==> config.mk <==
export PLATFORM = sky130hd
export DESIGN_NAME = xor_checked_packet_deframer_flat
export DESIGN_NICKNAME = d
export VERILOG_FILES = /design/src/rtl/core/xcpd_pkg.sv /design/src/rtl/core/xcpd_in_if.sv /design/src/rtl/core/xcpd_out_if.sv /design/src/rtl/core/xor_checked_packet_deframer.sv /design/src/rtl/core/xcpd_step.sv /design/src/flat_wrapper.sv
export VERILOG_INCLUDE_DIRS = /design/src /design/src/rtl/core
export SDC_FILE = /design/constraint.sdc
export NUM_CORES = 1
export LEC_CHECK = 0
export ABC_CLOCK_PERIOD_IN_PS = 10600
export BUFFER_PORTS_ARGS = -buffer_cell sky130_fd_sc_hd__clkbuf_2
export CAP_MARGIN = 0
export CORE_ASPECT_RATIO = 1.4
export CORE_UTILIZATION = 50
export DETAILED_ROUTE_END_ITERATION = 16
export HOLD_SLACK_MARGIN = 0.15
export PLACE_DENSITY = 0.75
export SLEW_MARGIN = 20
export SYNTH_ARGS = -nofsm -noshare
export SYNTH_HDL_FRONTEND = slang
export SYNTH_SLANG_ARGS = --single-unit
==> constraint.sdc <==
create_clock -name clk -period 10.6 [get_ports clk]
set_input_delay 1.06 -clock clk [delete_from_list [all_inputs] [get_ports clk]]
set_output_delay 1.06 -clock clk [all_outputs]
set_load 0.005 [all_outputs]
==> src/rtl/core/xor_checked_packet_deframer_assert.svh <==
// Assertion macros for the xor checked packet deframer.
// Included by the top level; SYNTH removes the checks from synthesis.
`ifndef XOR_CHECKED_PACKET_DEFRAMER_ASSERT_SVH
`define XOR_CHECKED_PACKET_DEFRAMER_ASSERT_SVH

`ifndef SYNTH
// same-cycle implication
`define XCPD_ASSERT_NOW(label, clk, rst_n, ante, cons, msg) \
  label: assert property (@(posedge clk) disable iff (!rst_n) (ante) |-> (cons)) \
    else $error(msg);
// next-cycle implication
`define XCPD_ASSERT_NEXT(label, clk, rst_n, ante, cons, msg) \
  label: assert property (@(posedge clk) disable iff (!rst_n) (ante) |=> (cons)) \
    else $error(msg);
`else
`define XCPD_ASSERT_NOW(label, clk, rst_n, ante, cons, msg)
`define XCPD_ASSERT_NEXT(label, clk, rst_n, ante, cons, msg)
`endif

`endif

==> src/rtl/core/xcpd_pkg.sv <==
// Shared types and constants of the xor checked packet deframer.
// No dependencies; used by the frame step and the top level.
package xcpd_pkg;

  localparam int unsigned CONTROL_BYTES = 3;
  localparam logic [15:0] TIMEOUT_RESET = 16'd1000;
  localparam logic [15:0] TICKS_MAX     = 16'hFFFF;

  typedef enum logic [0:0] {
    OP_BYTE = 1'b0,
    OP_TICK = 1'b1
  } op_t;

  typedef enum logic [2:0] {
    K_PAYLOAD = 3'd0,
    K_OK      = 3'd1,
    K_BAD     = 3'd2,
    K_TIMEOUT = 3'd3,
    K_LENERR  = 3'd4
  } kind_t;

  typedef enum logic [3:0] {
    PH_IDLE    = 4'b0001,
    PH_LEN     = 4'b0010,
    PH_PAYLOAD = 4'b0100,
    PH_CHECK   = 4'b1000
  } phase_t;

  typedef struct packed {
    logic [0:0] opcode;
    logic [7:0] rx_byte;
  } item_t;

  typedef struct packed {
    kind_t      kind;
    logic [7:0] frame_command;
    logic [7:0] payload_byte;
    logic [7:0] payload_count;
    logic       frame_end;
  } result_t;

endpackage

==> src/rtl/core/xcpd_in_if.sv <==
// Input item channel of the deframer: valid/ready handshake with byte/tick payload.
// Depends on nothing.
interface xcpd_in_if;
  logic       valid;
  logic       ready;
  logic [0:0] opcode;
  logic [7:0] rx_byte;

  modport source (output valid, output opcode, output rx_byte, input ready);
  modport sink   (input valid, input opcode, input rx_byte, output ready);
endinterface

==> src/rtl/core/xcpd_out_if.sv <==
// Result item channel of the deframer: valid/ready handshake with result fields.
// Depends on nothing.
interface xcpd_out_if;
  logic       valid;
  logic       ready;
  logic [2:0] kind;
  logic [7:0] frame_command;
  logic [7:0] payload_byte;
  logic [7:0] payload_count;
  logic       frame_end;

  modport source (output valid, output kind, output frame_command, output payload_byte,
                  output payload_count, output frame_end, input ready);
  modport sink   (input valid, input kind, input frame_command, input payload_byte,
                  input payload_count, input frame_end, output ready);
endinterface

==> src/rtl/core/xor_checked_packet_deframer.sv <==
// Top level of the xor checked packet deframer.
// Depends on xcpd_pkg, xcpd_in_if, xcpd_out_if, xcpd_step and the assert header.
//
// Usage:
//   in_ch carries items: opcode 0 is a received byte (rx_byte), opcode 1 a
//   millisecond tick. Frames are command, total length, payload, xor checksum.
//   out_ch carries results: each payload byte, then one closing result per
//   frame (ok, checksum bad, timeout or length error) with frame_end set.
//   cfg_wr_en/cfg_wr_data write timeout_ms (reset 1000); write only while idle.
//   Path: an accepted item is held in the input register; its result then
//   reaches out_ch through the result register.
//   Throughput: one item per cycle while in_ch.ready stays high; the frame
//   state updates as each item leaves the input register.
//   Stall: while a result waits in the output register, the input register
//   still fills; in_ch.ready drops only when the input register holds an item
//   with a result and the output register is full and not being taken.
//   Items without a result pass even then.
//   Reset (synchronous, rst_n low) clears the frame state, empties both
//   registers and sets timeout_ms back to 1000.
`include "xor_checked_packet_deframer_assert.svh"

module xor_checked_packet_deframer
  import xcpd_pkg::*;
(
  input  logic         clk,
  input  logic         rst_n,
  xcpd_in_if.sink      in_ch,
  xcpd_out_if.source   out_ch,
  input  logic         cfg_wr_en,
  input  logic [15:0]  cfg_wr_data
);

  logic        s1_valid_r;
  item_t       s1_item_r;
  logic        out_valid_r;
  result_t     out_res_r;
  logic [15:0] timeout_r;

  logic        has_res;
  result_t     res;
  logic        out_free;
  logic        advance;

  assign out_free    = !out_valid_r || out_ch.ready;
  assign advance     = s1_valid_r && (!has_res || out_free);
  assign in_ch.ready = !s1_valid_r || advance;

  xcpd_step u_step (
    .clk        (clk),
    .rst_n      (rst_n),
    .en         (advance),
    .item       (s1_item_r),
    .timeout_ms (timeout_r),
    .has_res    (has_res),
    .res        (res)
  );

  always_ff @(posedge clk) begin
    if (!rst_n) begin
      timeout_r <= TIMEOUT_RESET;
    end else if (cfg_wr_en) begin
      timeout_r <= cfg_wr_data;
    end
  end

  always_ff @(posedge clk) begin
    if (!rst_n) begin
      s1_valid_r <= 1'b0;
    end else if (in_ch.ready) begin
      s1_valid_r <= in_ch.valid;
    end
  end

  always_ff @(posedge clk) begin
    if (in_ch.valid && in_ch.ready) begin
      s1_item_r.opcode  <= in_ch.opcode;
      s1_item_r.rx_byte <= in_ch.rx_byte;
    end
  end

  always_ff @(posedge clk) begin
    if (!rst_n) begin
      out_valid_r <= 1'b0;
    end else if (out_free) begin
      out_valid_r <= advance && has_res;
    end
  end

  always_ff @(posedge clk) begin
    if (out_free && advance && has_res) begin
      out_res_r <= res;
    end
  end

  assign out_ch.valid         = out_valid_r;
  assign out_ch.kind          = out_res_r.kind;
  assign out_ch.frame_command = out_res_r.frame_command;
  assign out_ch.payload_byte  = out_res_r.payload_byte;
  assign out_ch.payload_count = out_res_r.payload_count;
  assign out_ch.frame_end     = out_res_r.frame_end;

  `XCPD_ASSERT_NOW(a_end_marks_close, clk, rst_n, out_valid_r, out_res_r.frame_end == (out_res_r.kind != K_PAYLOAD), "frame_end disagrees with kind")
  `XCPD_ASSERT_NOW(a_byte_only_payload, clk, rst_n, out_valid_r && (out_res_r.kind != K_PAYLOAD), out_res_r.payload_byte == 8'd0, "payload_byte set on closing result")
  `XCPD_ASSERT_NOW(a_silent_item_moves, clk, rst_n, s1_valid_r && !has_res, advance, "item without result held in input register")
  `XCPD_ASSERT_NEXT(a_result_captured, clk, rst_n, advance && has_res, out_valid_r, "result lost on its way to the output register")

endmodule

==> src/rtl/core/xcpd_step.sv <==
// Frame state of the deframer and the per-item update logic.
// Depends on xcpd_pkg.
module xcpd_step
  import xcpd_pkg::*;
(
  input  logic        clk,
  input  logic        rst_n,
  input  logic        en,
  input  item_t       item,
  input  logic [15:0] timeout_ms,
  output logic        has_res,
  output result_t     res
);

  phase_t      phase_r, phase_nxt;
  logic [7:0]  cmd_r, cmd_nxt;
  logic [7:0]  len_r, len_nxt;
  logic [7:0]  rem_r, rem_nxt;
  logic [7:0]  xor_r, xor_nxt;
  logic [15:0] ticks_r, ticks_nxt;

  logic [15:0] ticks_inc;
  logic [7:0]  rem_dec;
  logic [7:0]  xor_in;
  logic [7:0]  b;

  assign b         = item.rx_byte;
  assign ticks_inc = (ticks_r == TICKS_MAX) ? ticks_r : ticks_r + 16'd1;
  assign rem_dec   = (rem_r != 8'd0) ? rem_r - 8'd1 : rem_r;
  assign xor_in    = xor_r ^ b;

  always_comb begin
    phase_nxt = phase_r;
    cmd_nxt   = cmd_r;
    len_nxt   = len_r;
    rem_nxt   = rem_r;
    xor_nxt   = xor_r;
    ticks_nxt = ticks_r;
    has_res   = 1'b0;
    res.kind          = K_PAYLOAD;
    res.frame_command = cmd_r;
    res.payload_byte  = 8'd0;
    res.payload_count = len_r;
    res.frame_end     = 1'b0;

    if (item.opcode == OP_TICK) begin
      if (phase_r != PH_IDLE) begin
        if (ticks_inc >= timeout_ms) begin
          phase_nxt     = PH_IDLE;
          ticks_nxt     = 16'd0;
          has_res       = 1'b1;
          res.kind      = K_TIMEOUT;
          res.frame_end = 1'b1;
        end else begin
          ticks_nxt = ticks_inc;
        end
      end
    end else begin
      ticks_nxt = 16'd0;
      case (phase_r)
        PH_IDLE: begin
          cmd_nxt   = b;
          len_nxt   = 8'd0;
          rem_nxt   = 8'd0;
          xor_nxt   = b;
          phase_nxt = PH_LEN;
        end
        PH_LEN: begin
          if (b < 8'(CONTROL_BYTES)) begin
            len_nxt           = 8'd0;
            rem_nxt           = 8'd0;
            phase_nxt         = PH_IDLE;
            has_res           = 1'b1;
            res.kind          = K_LENERR;
            res.payload_count = 8'd0;
            res.frame_end     = 1'b1;
          end else begin
            xor_nxt   = xor_in;
            len_nxt   = b - 8'(CONTROL_BYTES);
            rem_nxt   = b - 8'(CONTROL_BYTES);
            phase_nxt = (b != 8'(CONTROL_BYTES)) ? PH_PAYLOAD : PH_CHECK;
          end
        end
        PH_PAYLOAD: begin
          xor_nxt = xor_in;
          rem_nxt = rem_dec;
          if (rem_dec == 8'd0) begin
            phase_nxt = PH_CHECK;
          end
          has_res          = 1'b1;
          res.payload_byte = b;
        end
        default: begin
          // checksum byte: the xor over the whole frame must come out zero
          xor_nxt       = xor_in;
          phase_nxt     = PH_IDLE;
          has_res       = 1'b1;
          res.kind      = (xor_in == 8'd0) ? K_OK : K_BAD;
          res.frame_end = 1'b1;
        end
      endcase
    end
  end

  always_ff @(posedge clk) begin
    if (!rst_n) begin
      phase_r <= PH_IDLE;
      cmd_r   <= 8'd0;
      len_r   <= 8'd0;
      rem_r   <= 8'd0;
      xor_r   <= 8'd0;
      ticks_r <= 16'd0;
    end else if (en) begin
      phase_r <= phase_nxt;
      cmd_r   <= cmd_nxt;
      len_r   <= len_nxt;
      rem_r   <= rem_nxt;
      xor_r   <= xor_nxt;
      ticks_r <= ticks_nxt;
    end
  end

endmodule
==> src/flat_wrapper.sv <==
// flat-port wrapper written by rule: the top's interface ports become plain ports
module xor_checked_packet_deframer_flat import xcpd_pkg::*;
  (clk, rst_n, cfg_wr_en, cfg_wr_data, in_ch_valid, in_ch_opcode, in_ch_rx_byte, in_ch_ready, out_ch_valid, out_ch_kind, out_ch_frame_command, out_ch_payload_byte, out_ch_payload_count, out_ch_frame_end, out_ch_ready);
  xcpd_in_if in_ch_i ();
  xcpd_out_if out_ch_i ();
  input  logic clk;
  input  logic rst_n;
  input  logic cfg_wr_en;
  input  logic [15:0] cfg_wr_data;
  input wire logic [$bits(in_ch_i.valid)-1:0] in_ch_valid;
  input wire logic [$bits(in_ch_i.opcode)-1:0] in_ch_opcode;
  input wire logic [$bits(in_ch_i.rx_byte)-1:0] in_ch_rx_byte;
  output wire logic [$bits(in_ch_i.ready)-1:0] in_ch_ready;
  output wire logic [$bits(out_ch_i.valid)-1:0] out_ch_valid;
  output wire logic [$bits(out_ch_i.kind)-1:0] out_ch_kind;
  output wire logic [$bits(out_ch_i.frame_command)-1:0] out_ch_frame_command;
  output wire logic [$bits(out_ch_i.payload_byte)-1:0] out_ch_payload_byte;
  output wire logic [$bits(out_ch_i.payload_count)-1:0] out_ch_payload_count;
  output wire logic [$bits(out_ch_i.frame_end)-1:0] out_ch_frame_end;
  input wire logic [$bits(out_ch_i.ready)-1:0] out_ch_ready;
  assign in_ch_i.valid = in_ch_valid;
  assign in_ch_i.opcode = in_ch_opcode;
  assign in_ch_i.rx_byte = in_ch_rx_byte;
  assign in_ch_ready = in_ch_i.ready;
  assign out_ch_valid = out_ch_i.valid;
  assign out_ch_kind = out_ch_i.kind;
  assign out_ch_frame_command = out_ch_i.frame_command;
  assign out_ch_payload_byte = out_ch_i.payload_byte;
  assign out_ch_payload_count = out_ch_i.payload_count;
  assign out_ch_frame_end = out_ch_i.frame_end;
  assign out_ch_i.ready = out_ch_ready;
  xor_checked_packet_deframer u_core (.clk(clk), .rst_n(rst_n), .in_ch(in_ch_i), .out_ch(out_ch_i), .cfg_wr_en(cfg_wr_en), .cfg_wr_data(cfg_wr_data));
endmodule
; Word-level counts from Yosys, hierarchy flattened
; Cells that the tools add are included.
[op_classes]
order_cmp = 2
shifts = 0
n_reduce_logical = 24
div_mod_pow = 0
n_addsub = 3
mul = 0
n_eq_ne = 10
bitwise_logic = 3
muxes = 33
[op_table]
columns = operator, n
row1 = $mux W16, 4
row2 = $mux W8, 5
row3 = $pmux W8 S2, 2
row4 = $mux W4, 6
row5 = $pmux W8 S3, 1
row6 = $add A16 B1 Y16 const B, 1
row7 = $eq A16 B16 Y1 const B, 1
row8 = $ge A16 B16 Y1, 1
row9 = $logic_not A8 Y1, 2
row10 = $pmux W4 S3, 1
row11 = $reduce_and A3 Y1, 4
row12 = $mux W9, 1
row13 = $lt A8 B2 Y1 const B, 1
row14 = $ne A8 B2 Y1 const B, 1
row15 = $reduce_bool A8 Y1, 1
row16 = $sub A8 B1 Y8 const B, 1
row17 = $sub A8 B2 Y8 const B, 1
row18 = $xor A8 B8 Y8, 1
row19 = $mux W2, 3
row20 = $mux W3, 2
row21 = $ne A2 B2 Y1 const B, 3
row22 = $pmux W3 S2, 1
row23 = $logic_and A1 B1 Y1, 5
row24 = $mux W1, 5
row25 = 14 further kinds, 21
[totals]
reg_bits = 107
out_inout_bits = 30
mem_bits_rw = 0
mem_bits_ro = 0
mem_count = 0
latch_bits = 0
input_bits = 30

; Depth between registers and ports, before layout
[depth]
word_depth = 11
mapped_depth = 15

; By module
; A second synthesis with hierarchy kept.
[unflattened]
hier_cells = 612
hier_area_um2 = 5646.7
[modules_own_cells]
columns = module, cells_each, instances, area_per_inst_um2, seq_area_each_um2
row1 = xcpd_step, 512, 1, 3832.4, 1041.0
row2 = xor_checked_packet_deframer, 100, 1, 1814.2, 1471.4

; Least setup slack after synthesis
; Ideal clock, no wire load.
[synth_timing]
path_type = reg-to-reg
startpoint = register u_core.u_step.ticks_r[0]
endpoint = register u_core.out_res_r, in the netlist u_core.out_ch.frame_command[0], enable pin
setup_slack_ps = 5940
stages_incl_launch_ff = 14
required_ps = 10187
setup_ps = 413
synth_period_minus_slack_ps = 4660
t_arrival_ps = 4247
cell_sequence = dfxtp_1 ha_1 clkbuf_1 nand4_1 nor3_1 and3_1 mux2_2 ha_1 nand4_1 nor3_1 o2111ai_1 nand3_1 a31oi_1 nor2_1
[synth_via]
elab_chain_cells = 11
word_cells_on_any_way = 12
[synth_lines]
columns = element, line_no
row1 = start: declaration, xcpd_step.sv:20  ; logic [15:0] ticks_r, ticks_nxt;
row2 = start signal: assignment, xcpd_step.sv:119  ; ticks_r <= ticks_nxt;
row3 = $add A16 B1 Y16 / $eq A16 B16 Y1 (equally long branches), xcpd_step.sv:28  ; assign ticks_inc = (ticks_r == TICKS_MAX) ? ticks_r : ticks_r + 16'd1;
row4 = $mux W16 (*), xcpd_step.sv:28
row5 = $ge A16 B16 Y1 (*), xcpd_step.sv:48  ; if (ticks_inc >= timeout_ms) begin
row6 = $mux W1 (*), xcpd_step.sv:48
row7 = $mux W1 (*), xcpd_step.sv:47  ; if (phase_r != PH_IDLE) begin
row8 = $mux W1 (*), xcpd_step.sv:46  ; if (item.opcode == OP_TICK) begin
row9 = $logic_not A1 Y1, xor_checked_packet_deframer.sv:45  ; assign advance = s1_valid_r && (!has_res || out_free);
row10 = $logic_or A1 B1 Y1, xor_checked_packet_deframer.sv:45
row11 = $logic_and A1 B1 Y1, xor_checked_packet_deframer.sv:45
row12 = $logic_and A1 B1 Y1, xor_checked_packet_deframer.sv:90  ; if (out_free && advance && has_res) begin
row13 = $logic_and A1 B1 Y1 (*), xor_checked_packet_deframer.sv:90
row14 = end signal: assignment, xor_checked_packet_deframer.sv:91  ; out_res_r <= res;
row15 = end: declaration, xor_checked_packet_deframer.sv:36  ; result_t out_res_r;
; Every way passes the cells marked *; elsewhere a longest branch is shown, timed or not.
; A chain may end at the register's enable or synchronous reset.

; Worst setup path after layout
[layout_timing]
startpoint = register u_core.u_step.ticks_r[0]
endpoint = output in_ch_ready
[layout_via]
elab_chain_cells = 10
word_cells_on_any_way = 11
[layout_lines]
columns = element, line_no
row1 = $add A16 B1 Y16 / $eq A16 B16 Y1 (equally long branches), xcpd_step.sv:28
row2 = $mux W16 (*), xcpd_step.sv:28
row3 = $ge A16 B16 Y1 (*), xcpd_step.sv:48
row4 = $mux W1 (*), xcpd_step.sv:48
row5 = $mux W1 (*), xcpd_step.sv:47
row6 = $mux W1 (*), xcpd_step.sv:46
row7 = $logic_not A1 Y1 (*), xor_checked_packet_deframer.sv:45
row8 = $logic_or A1 B1 Y1 (*), xor_checked_packet_deframer.sv:45
row9 = $logic_and A1 B1 Y1 (*), xor_checked_packet_deframer.sv:45
row10 = $logic_or A1 B1 Y1 (*), xor_checked_packet_deframer.sv:46  ; assign in_ch.ready = !s1_valid_r || advance;
row11 = end: declaration, flat_wrapper.sv:13  ; output wire logic [$bits(in_ch_i.ready)-1:0] in_ch_ready;
; Marks and branches as above.

==> run_results.csv <==
group,metric,value,unit
setup_path,reg2reg_depth,12,
setup_path,cpMaxStageDelayCell,"dfxtp_1",
setup_path,worstPathBufferInverterCount,1,
detailed_routing,ant_nets,0,
setup_path,startpoint_type,"flop",
setup_path,setup.worst_path.end_class,"primary output",
setup_path,critical_path.top_delay_family,"simple AND/OR/NAND/NOR gates",
power,pwr-share-comb,7.7,%
yosys,synth_cell_types,56,
clock_tree,ctsRootBufferMaster,"clkbuf_16",
flow_run,max_cap_violations,0,
power,pwr-share-clk,40.0,%
global_routing,grt_usage,22.7,%
timing,relSlewSlack,26.9,%
clock_tree,cts_buffer_depth,2,
clock_tree,cts_max_level,3,
setup_path,path_cells,"ha_1 > nand4_1 > nor3_1 > and3_1 > mux2_2 > ha_1 > nand4_1 > nor3_1 > o2111ai_1 > nand3_1 > a31oi_1 > or2_2 > clkbuf_2",
timing,finalSetupViolCount,0,
layout,register_area,2510,µm²
layout,drive_gt1_share,13.9,%
timing,tightest_slew,1.09,ns
layout,diodes,0,
power,p_sw,0.207,mW
setup_path,critPathMaxStageDelay,0.45,ns
min_path,hold_depth,0,
placement,place_area,5960,µm²
layout,fill_cells,950,
power,power_frac_seq,52.3,%
clock_tree,cts_hold_buf,0,
detailed_routing,viasPerCell,5.99,
detailed_routing,dr_total_vias,4842,
setup_path,critPathKind,"flop to primary output",
detailed_routing,drtIter0Drc,333,
timing,final.setup.tns,0,ns
detailed_routing,drt-pass1-iter-count,7,
timing,slew_violations,0,
layout,fin_area,6260,µm²
yosys,synth-main-ff-cell,"dfxtp_1",
timing,worst_clock_skew,0.0115,ns
yosys,syn_area_per_cell,8.91,µm²
power,pwr_density_cell,136,nW/µm²
die,initial_core_util,51.6,%
run_status,outcome,"complete, no violations",
detailed_routing,wl,12.7,mm
power,vdd_drop_max,75.0,µV
timing,hold_viol,0,
yosys,synth_nets,680,
detailed_routing,drcViolationCount,0,
clock_tree,cts_sinks,107,
global_routing,grt_pass1_wl,21.2,mm
clock_tree,ctsResizeCount,0,
layout,multiInputGateArea,2870,µm²
power,internal_power,0.645,mW
layout,syn_to_final_growth,11.6,%
clock_tree,cts_tree,"yes",
die,ioPinCount,60,
clock_tree,insertion_delay,0.35,ns
yosys,yosysSeqAreaShare,44.8,%
clock_tree,cts_made_buffers,9,
placement,port_buffers,59,
timing,min_period,5.31,ns
clock_tree,cts.reportedPaths.clkPinSlew,0.07,ns
layout,nets,712,
die,dieHeight,127,µm
min_path,hold_class,"flop to flop",
yosys,syn_area,5610,µm²
placement,place_congestion,0.921,
setup_path,critPathMaxFanout,8,
yosys,synth_edf_count,37,
power,p_leak,2.37,nW
die,chipWidth,91.5,µm
clock_tree,cts_setup_buffers,0,
detailed_routing,route.detailed.wl_per_inst,15.7,µm
global_routing,grt_pass1_vias,4656,
global_routing,grt_max_degree,54,
die,placementRows,45,
die,core-area,10900,µm²
timing,rsz0062_at_grt,"no",
yosys,netlist_instances,630,
yosys,synth-seq-cells,107,
setup_path,worstPathArrival,4.25,ns
placement,place_ws,5.68,ns
setup_path,worstPathRequired,9.54,ns
setup_path,cp_num_cells,13,
global_routing,antenna_found_initial,0,
timing,worst_slack,5.29,ns
placement,hpwl,9.21,mm
yosys,synthArstFlopShare,0,%
power,swShare,24.3,%
yosys,yosys_warnings,0,
global_routing,overflow,0,
die,die_area,11700,µm²
timing,fmax,188,MHz
timing,period_share,50.1,%
[metal layers]
| metal | share of wire, % | global-route usage, % | up-vias |
|---|---|---|---|
| met2 | 54 | 42.4 | 165 |
| met4 | 3.9 | 13.3 | 0 |
| met5 | 0 | 0 | - |
| li1 | - | - | 2340 |
| met1 | 39 | 24.1 | 2301 |
| met3 | 3.9 | 2.86 | 36 |
[stage by stage]
step	hold WS [ns]	utilization [%]	instances	power, mW
after floorplan	0.408	-	630	0.500
after global placement	0.413	54.8	792	0.517
after detailed placement	0.414	54.9	792	0.520
after CTS	0.436	57.7	808	0.855
after global routing	0.442	57.7	808	0.882
final	0.435	57.7	808	0.853
[path summary, 6_finish.rpt]
check                      startpoint                        endpoint  slack, ns
min            u_core.u_step.cmd_r[5]  u_core.out_ch.frame_command[5]       0.44
max reg2reg  u_core.u_step.ticks_r[0]             u_core.s1_item_r[8]       6.26
max          u_core.u_step.ticks_r[0]                     in_ch_ready       5.29
min reg2reg    u_core.u_step.cmd_r[5]  u_core.out_ch.frame_command[5]       0.44
[power by group through the flow]
stage                     clock network [mW]  logic [mW]  registers, mW
after global routing                   0.361      0.0737          0.447
after global placement                     0      0.0631          0.454
after CTS                              0.344      0.0659          0.445
after detailed placement                   0      0.0653          0.455
final                                  0.341      0.0658          0.446
after floorplan                            0      0.0513          0.449
[cells in the mapped netlist, drive strengths merged (4+ instances only)]
library cell | instances | share of area [%]
dfxtp | 70 | 25
nand2 | 64 | 4.3
nor2 | 56 | 3.7
a21oi | 44 | 3.9
o21ai | 40 | 3.6
edfxtp | 37 | 20
clkbuf | 34 | 2.3
nand3 | 30 | 2.7
inv | 23 | 1.5
ha | 20 | 4.5
mux2i | 20 | 3.6
nor3 | 20 | 1.8
xnor2 | 17 | 2.7
nand4 | 16 | 1.8
o211ai | 16 | 2.1
nor2b | 14 | 1.6
and2 | 10 | 1.1
a31oi | 9 | 1.3
and3 | 9 | 1.0
o21a | 8 | 1.1
buf | 7 | 0.58
o32ai | 6 | 0.94
a211oi | 5 | 0.67
nand2b | 5 | 0.56
mux2 | 4 | 0.80
nor4 | 4 | 0.71
or3 | 4 | 0.45
[cells by family (layout without fill, tap and decap cells)]
logic type	after synthesis	in the layout	synth area share (%)
simple gates	246	246	22.1
compound gates	149	149	16.8
flops	107	107	44.8
buf+inv	64	101	4.39
mux	24	24	4.37
fa+ha+maj	20	20	4.46
xor+xnor	20	20	3.12
[cells in the final DEF, fill, tap and decap left out, types with 5 or more instances in the layout]
cell and n:
nor2b_1 14, nor3_1 20, edfxtp_1 37, and2_1 10, inv_1 22, a31oi_1 7, nand2b_1 5, and3_1 9
xnor2_1 17, nand4_1 16, o21ai_0 38, nand3_1 30, o21a_1 8, o211ai_1 16, nand2_1 64, clkbuf_16 9
a211oi_1 5, clkbuf_2 59, o32ai_1 6, nor2_1 55, a21oi_1 44, mux2i_1 20, dfxtp_1 70, ha_1 20
[sequential cells by signal (all words and copies together), names as in the netlist, 3 cells and up]
register                     count
u_core.out_ch.frame_command      8
u_core.out_ch.kind               3
u_core.s1_item_r                 9
u_core.u_step.xor_r              8
u_core.u_step.rem_r              8
u_core.u_step.cmd_r              8
u_core.u_step.len_r              8
u_core.timeout_r                16
u_core.u_step.ticks_r           16
u_core.u_step.phase_r            4
u_core.out_ch.payload_byte       8
u_core.out_ch.payload_count      8
[layout make-up]
cell class / count / area share, %
clock buffer: 9 / 3.59
clock inverter: 7 / 1.22
inverter: 23 / 1.38
multi-input combinational: 459 / 45.8
sequential: 107 / 40.1
tap: 141 / 2.82
timing repair buffer: 62 / 5.07
Note: power is estimated with default switching activity, not from simulation.
